**config.mk**
```make
export PLATFORM = sky130hd
export DESIGN_NAME = pts_ctl
export DESIGN_NICKNAME = d
export VERILOG_FILES = /design/src/pts_pkg.sv /design/src/pts_ctl.sv
export SDC_FILE = /design/constraint.sdc
export NUM_CORES = 1
export LEC_CHECK = 0
export BUFFER_PORTS_ARGS = -buffer_cell sky130_fd_sc_hd__buf_4
export CAP_MARGIN = 20
export CORE_AREA = 2 2 39 41
export CTS_CLUSTER_DIAMETER = 80
export DETAILED_ROUTE_END_ITERATION = 12
export DIE_AREA = 0 0 41 43
export PLACE_DENSITY = 0.81
export SLEW_MARGIN = 20
export SYNTH_ARGS = -nofsm -noshare
export SYNTH_HDL_FRONTEND = slang
export SYNTH_SLANG_ARGS = --single-unit
```
**constraint.sdc**
```tcl
create_clock -name clk_i -period 3.2 [get_ports clk_i]
set_input_delay 0.32 -clock clk_i [delete_from_list [all_inputs] [get_ports clk_i]]
set_output_delay 0.32 -clock clk_i [all_outputs]
set_load 0.005 [all_outputs]
```
**src/pts_pkg.sv**
```systemverilog
`timescale 1ns / 1ps
package pts_pkg;

  localparam int PosW      = 24;
  localparam int HdW       = 16;
  localparam int SpdW      = 12;
  localparam int RateW     = 20;
  localparam int TgtW      = 10;
  localparam int CfgW      = 23;
  localparam int CfgIdxW   = 3;
  localparam int LookW     = 8;
  localparam int GainW     = 12;
  localparam int CordSteps = 15;
  localparam int CordW     = 48;
  localparam int CordShift = 20;
  localparam int CntW      = 4;

  typedef enum logic [1:0] {
    FUNC_NEW    = 2'd0,
    FUNC_APPEND = 2'd1,
    FUNC_TICK   = 2'd2,
    FUNC_NONE   = 2'd3
  } func_e;

  typedef enum logic [CfgIdxW-1:0] {
    CFG_LEAVE_RADIUS = 3'd0,
    CFG_GOAL_RADIUS  = 3'd1,
    CFG_LOOKAHEAD    = 3'd2,
    CFG_TURN_THRESH  = 3'd3,
    CFG_SLOW_SPEED   = 3'd4,
    CFG_FAST_SPEED   = 3'd5,
    CFG_STEER_GAIN   = 3'd6
  } cfg_idx_e;

  typedef enum logic [1:0] {
    K_LEAVE = 2'd0,
    K_GOAL  = 2'd1,
    K_SCAN  = 2'd2,
    K_TGT   = 2'd3
  } kind_e;

  typedef enum logic [3:0] {
    S_IDLE, S_WR, S_LEAVE, S_GOAL, S_GOALW, S_SCAN, S_DRAIN,
    S_TGT, S_TGTW, S_CORD, S_ERR, S_MUL, S_OUT, S_DONE
  } state_e;

  typedef struct packed {
    logic  latch;
    logic  wr_path;
    logic  iss;
    kind_e iss_kind;
    logic  cord_load;
    logic  cord_step;
    logic  calc_err;
    logic  calc_mul;
    logic  out_res;
    logic  out_done;
  } cmd_t;

  typedef struct packed {
    logic finished;
    logic empty;
    logic goal_vld;
    logic goal_hit;
    logic scan_last;
    logic scan_done;
    logic tgt_rdy;
    logic cord_last;
  } sts_t;

  function automatic logic [HdW-1:0] atan_bau(input logic [CntW-1:0] i);
    logic [HdW-1:0] r;
    unique case (i)
      4'd0:    r = 16'd8192;
      4'd1:    r = 16'd4836;
      4'd2:    r = 16'd2555;
      4'd3:    r = 16'd1297;
      4'd4:    r = 16'd651;
      4'd5:    r = 16'd326;
      4'd6:    r = 16'd163;
      4'd7:    r = 16'd81;
      4'd8:    r = 16'd41;
      4'd9:    r = 16'd20;
      4'd10:   r = 16'd10;
      4'd11:   r = 16'd5;
      4'd12:   r = 16'd3;
      4'd13:   r = 16'd1;
      4'd14:   r = 16'd1;
      default: r = 16'd0;
    endcase
    return r;
  endfunction

endpackage

```
**src/pts_ctl.sv**
```systemverilog
`timescale 1ns / 1ps
module pts_ctl (
  input  logic          clk_i,
  input  logic          rst_ni,
  input  logic          start_i,
  input  logic [1:0]    func_i,
  input  pts_pkg::sts_t sts_i,
  output pts_pkg::cmd_t cmd_o,
  output logic          busy_o
);
  import pts_pkg::*;

  state_e state_q, state_d;

  always_ff @(posedge clk_i or negedge rst_ni) begin
    if (!rst_ni) begin
      state_q <= S_IDLE;
    end else begin
      state_q <= state_d;
    end
  end

  always_comb begin
    state_d = state_q;
    cmd_o   = '0;
    unique case (state_q)
      S_IDLE: begin
        if (start_i) begin
          cmd_o.latch = 1'b1;
          unique case (func_i)
            FUNC_NEW, FUNC_APPEND: state_d = S_WR;
            FUNC_TICK: begin
              if (sts_i.finished) begin
                state_d = S_DONE;
              end else if (!sts_i.empty) begin
                state_d = S_LEAVE;
              end
            end
            default: state_d = S_IDLE;
          endcase
        end
      end
      S_WR: begin
        cmd_o.wr_path = 1'b1;
        state_d       = S_IDLE;
      end
      S_LEAVE: begin
        cmd_o.iss      = 1'b1;
        cmd_o.iss_kind = K_LEAVE;
        state_d        = S_GOAL;
      end
      S_GOAL: begin
        cmd_o.iss      = 1'b1;
        cmd_o.iss_kind = K_GOAL;
        state_d        = S_GOALW;
      end
      S_GOALW: begin
        if (sts_i.goal_vld) begin
          state_d = sts_i.goal_hit ? S_DONE : S_SCAN;
        end
      end
      S_SCAN: begin
        cmd_o.iss      = 1'b1;
        cmd_o.iss_kind = K_SCAN;
        if (sts_i.scan_last) begin
          state_d = S_DRAIN;
        end
      end
      S_DRAIN: begin
        if (sts_i.scan_done) begin
          state_d = S_TGT;
        end
      end
      S_TGT: begin
        cmd_o.iss      = 1'b1;
        cmd_o.iss_kind = K_TGT;
        state_d        = S_TGTW;
      end
      S_TGTW: begin
        if (sts_i.tgt_rdy) begin
          cmd_o.cord_load = 1'b1;
          state_d         = S_CORD;
        end
      end
      S_CORD: begin
        cmd_o.cord_step = 1'b1;
        if (sts_i.cord_last) begin
          state_d = S_ERR;
        end
      end
      S_ERR: begin
        cmd_o.calc_err = 1'b1;
        state_d        = S_MUL;
      end
      S_MUL: begin
        cmd_o.calc_mul = 1'b1;
        state_d        = S_OUT;
      end
      S_OUT: begin
        cmd_o.out_res = 1'b1;
        state_d       = S_IDLE;
      end
      S_DONE: begin
        cmd_o.out_done = 1'b1;
        state_d        = S_IDLE;
      end
      default: state_d = S_IDLE;
    endcase
  end

  assign busy_o = (state_q != S_IDLE);

endmodule

```
# --- Word level (Yosys, flattened, before mapping) ---
# Cells that the tools add are included.
word_totals:
  regBits: 4
  inputBits: 13
  out_inout_bits: 12
  word_cells: 50
op_classes:
  eq_ne: 22
  mux: 22
  reduce_logical: 5
op_table:
  columns: ["operator", "n"]
  rows:
  - ["4-bit one-hot mux with 11 select lines", 1]
  - ["4-bit 2-to-1 mux", 9]
  - ["4-bit equality test, second input constant", 6]
  - ["4-bit by 3-bit equality test with 1-bit output, second input constant", 4]
  - ["2-bit != test, second input constant", 6]
  - ["3-bit one-hot mux with 4 select lines", 1]
  - ["1-bit 2-to-1 mux", 10]
  - ["4-bit by 2-bit equality test with 1-bit output, second input constant", 2]
  - ["4-bit one-hot mux with 2 select lines", 1]
  - ["7-bit AND reduction", 1]
  - ["4-bit by 1-bit equality test with 1-bit output, second input constant", 1]
  - ["4-bit zero test", 1]
  - ["4-bit != test, second input constant", 1]
  - ["4-bit nonzero test", 1]
  - ["2-bit by 1-bit equality test with 1-bit output, second input constant", 1]
  - ["2-bit equality test, second input constant", 1]
  - ["2-bit zero test", 1]
  - ["2-bit OR reduction", 1]

# --- Logic depth before layout (Yosys ltp) ---
depth:
  depth_word: 5
  ltp_mapped: 8

# --- Worst setup path after synthesis ---
# Ideal clock, no wire load.
synth_path:
  kind: "reg-to-reg"
  from: "register state_q[2]"
  to: "register state_q[2]"
  setup_ns: 0.125
  t_arrival_ns: 1.878
  required_ns: 3.075
  setup_slack_ns: 1.197
  stages_incl_launch_ff: 9
  n_path_buf: 1
  synth_period_minus_slack_ns: 2.003
  path_cell_list: "dfrtp_1 inv_1 ha_1 buf_6 or3b_4 nor4b_4 nand2_2 nand4_4 mux2_4"
synth_via:
  elab_chain_cells: 3
synth_lines:
  columns: ["item", "line", "text"]
  rows:
  - ["start, declared", "pts_ctl.sv:13", "state_e state_q, state_d;"]
  - ["start signal, assigned", "pts_ctl.sv:19", "state_q <= state_d;"]
  - ["4-bit zero test, or another cell as far along", "pts_ctl.sv:26", "unique case (state_q)"]
  - ["4-bit != test (no line) or 2-bit != test (tied branches)", null, null]
  - ["7-bit AND reduction (no line)", null, null]
# Parallel ways exist; a longest one is shown, timed or not.
# A chain may end at the register's enable or synchronous reset.

# --- Final worst setup path ---
layout_path:
  from: "register state_q[2]"
  to: "register state_q[3]"
# The elaborated chain is that of the path after synthesis.

==> metrics.md <==
| Metric | Value |
|---|---|
| Status | `completed` |
| Final Hold Fails | `0` |
| Grt total ovfl | `0` |
| Setup TNS | `0 ns` |
| Drt pass-1 iters | `4` |
| Syn Area/Cell | `roughly 9 um2` |
| Largest regs | `state_q x4` |
| Reg with most FFs | `state_q` |
| HP Class | `in2async` |
| R2R Setup Slk | `1.0 ns` |
| Tightest Pin Transition | `between 0.3 and 0.4 ns` |
| CP required | `~3.3 ns` |
| GPL Wtd Cong | `roughly 0.77` |
| Period utilisation layout | `68.8%` |
| Min cycle time layout | `around 2.2 ns` |
| Achievable Freq | `approximately 0.45 GHz` |
| Via count | `526` |
| Layout Cells excl Fill | `a little over 100` |
| Hold buffers post-CTS | `1` |
| RR Startpoint | `state_q[2]` |
| Post-synth EDFFs | `0` |
| Top_reg_cell synth | `dfrtp_1` |
| Cell variety after synth | `31` |
| Sw power | `approximately 0.27 mW` |
| DP HPWL | `1050 um` |
| #FFs+latches synth | `4` |
| Post-Synth Adder-Cell Area | `roughly 12%` |
| Slew HR | `around 77%` |
| Critical path launch point type | `register` |
| DR DRC count | `0` |
| Flip-flop count of the largest register after layout | `4` |
| Global Route Usage Sum | `between 15 and 20%` |
| Synth Area in XOR/XNOR | `0%` |
| WS Path Type | `reg2reg` |
| Largest family of logic cells by synthesized area | `simple AND/OR/NAND/NOR gates` |
| CTS clk-pin slew, worst paths | `about 0.030 ns` |
| Post-synth top area share | `18.5%` |
| Largest net degree at the start of global routing | `11` |
| PostCTS Resize Cnt | `0` |
| Syn Inst Count | `60` |
| Logic pwr share | `about 73%` |
| Crit. End Element | `register` |
| Area leader, netlist | `dfrtp_1` |
| Slowest Stage Delay on Critical Path | `0.45 ns` |
| Post-CTS Setup Bufs | `0` |
| P per Cell Area | `~810 nW/um2` |
| Chip height | `between 40 and 50 um` |
| Largest cells by area after synthesis | `dfrtp_1 19%, ha_1 12%, mux2_4 5.6%, and2_1 4.6%, nor4b_4 4.4%` |
| Placed cell count | `99` |
| Ys Warns | `0` |
| RR Endpoint | `state_q[3]` |
| Routed Antenna Nets | `0` |
| Clock Skew | `0.000197 ns` |
| Synth top cells by count | `5 x ha_1, 5 x inv_1, 5 x nor2_1` |
| Share of layout cells above drive strength 1 | `approximately 47%` |
| CTS max path bufs | `2` |
| Switching Fraction | `between 40 and 50%` |
| Port bufs | `24` |
| CP Launch Point | `state_q[2]` |
| Seq/Total Area, Yosys | `between 10% and 20%` |
| Worst Path Max Fanout | `10` |
| Pint | `~0.35 mW` |
| Final Setup Violations | `0` |
| Core Region | `~1400 um2` |
| Ant diodes | `0` |
| Number of CTS-inserted buffers | `3` |
| H-tree depth | `1` |
| Initial DRC Count | `10` |
| Row count | `14` |
| Compound-Gate Fraction of Synth Area | `between 20% and 30%` |
| Wire per inst | `between 10 and 15 um` |
| Clock Tree Root | `clkbuf_4` |
| Initial antenna violation count | `0` |
| Cell family with most CP delay | `simple AND/OR/NAND/NOR gates` |
| Mux contribution to synthesized area | `roughly 5.6%` |
| Sequential power share | `between 10% and 20%` |
| WP data arrival | `2.31 ns` |
| Die width | `41 um` |
| Clock Power Share | `slightly below 10%` |
| CTS tree | `done` |
| Final #Nets | `107` |
| Clock sink count | `4` |
| DRT Wirelength | `around 1300 um` |
| IO Count | `25` |
| MaxCap Viol Count | `0` |
| Simple-gate share of the synthesized area | `38.0%` |
| Number of max-slew violations in the final report | `0` |
| Vias in the first global route | `486` |
| Vias per std cell | `between 5 and 6` |
| CP Cell Sequence | `inv_1 > ha_1 > or3b_4 > nor4b_4 > nand2_2 > nand4_4 > mux2_4` |
| Initial Utilization | `39.1%` |
| Worst path slowest cell | `or3b_4` |
| First-pass GRT wire length | `~2000 um` |
| Pleak | `0.383 nW` |
| Die area | `around 1800 um2` |
| Worst vdd ir | `~400 uV` |
| Asr flop ratio synth | `100%` |
| Syn_nets | `78` |
| Cells on worst reg2reg path | `7` |
| P&R area growth vs syn | `41.0%` |
| Unrepaired setup endpoints after global routing | `no` |
| Worst path buffer plus inverter count | `1` |
| Synthesized area | `541 um2` |
| Clk_lat worst skew | `about 0.23 ns` |
==> cells by family after synthesis <==
logic type | count (synthesis)
buffers and inverters | 6
and+or+nand+nor | 28
muxes | 2
AOI/OAI and AO/OA | 15
adders and majority gates | 5
DFF | 4
==> worst max-delay path by stage <==
stage          cells after the start    endpoint
2_1_floorplan                      8  state_q[2]
3_3_place_gp                       7  state_q[2]
3_5_place_dp                       7  state_q[3]
4_1_cts                            7  state_q[3]
5_1_grt                            7  state_q[3]
6_report                           7  state_q[3]
==> power groups by stage <==
stage | Combinational, mW | Clock [mW] | Sequential [mW]
finish | 0.451 | 0.0600 | 0.106
global route | 0.492 | 0.0682 | 0.109
CTS | 0.454 | 0.0649 | 0.104
detailed placement | 0.450 | 0 | 0.105
global placement | 0.443 | 0 | 0.103
floorplan | 0.337 | 0 | 0.0956
==> metrics by stage <==
step	utilization [%]	power, mW	instance area (um2)	hold slack (ns)	worst slack, ns
floorplan	-	0.433	541	0.0244	1.20
global placement	52.7	0.547	729	0.119	1.07
detailed placement	52.7	0.554	729	0.117	1.02
CTS	55.1	0.623	762	0.406	1.00
global route	55.1	0.669	762	0.423	0.869
finish	55.1	0.616	762	0.419	0.997
==> layer usage <==
| metal | GRT usage, % | vias to the layer above | routed length (um) |
|---|---|---|---|
| met5 | 0 | - | 0 |
| met4 | 8.00 | 0 | 0 |
| met3 | 3.14 | 0 | 71 |
| met2 | 25.9 | 21 | 629 |
| met1 | 21.0 | 238 | 599 |
| li1 | - | 267 | - |
==> final cells by class <==
type                    count  area, um2
multi-input cells          50        410
repair buffers             25        190
clock buffers               3       22.5
flip-flops and latches      4        100
fillers                   139        622
inverters                   5       18.8
well taps                  16       20.0
==> cells in the final DEF (no fill, tap or decap), types with 2 or more instances in the layout <==
master	synthesis	layout
clkbuf_4	0	3
ha_1	5	5
nand2_1	3	3
nor2_1	5	5
nand3b_1	2	2
and2_1	4	4
buf_4	0	24
mux2_4	2	2
dfrtp_1	4	4
a211oi_1	2	2
o31ai_1	2	2
inv_1	5	5
a21oi_1	4	4
nor2b_1	3	3
(Power assumes the default switching activity.)
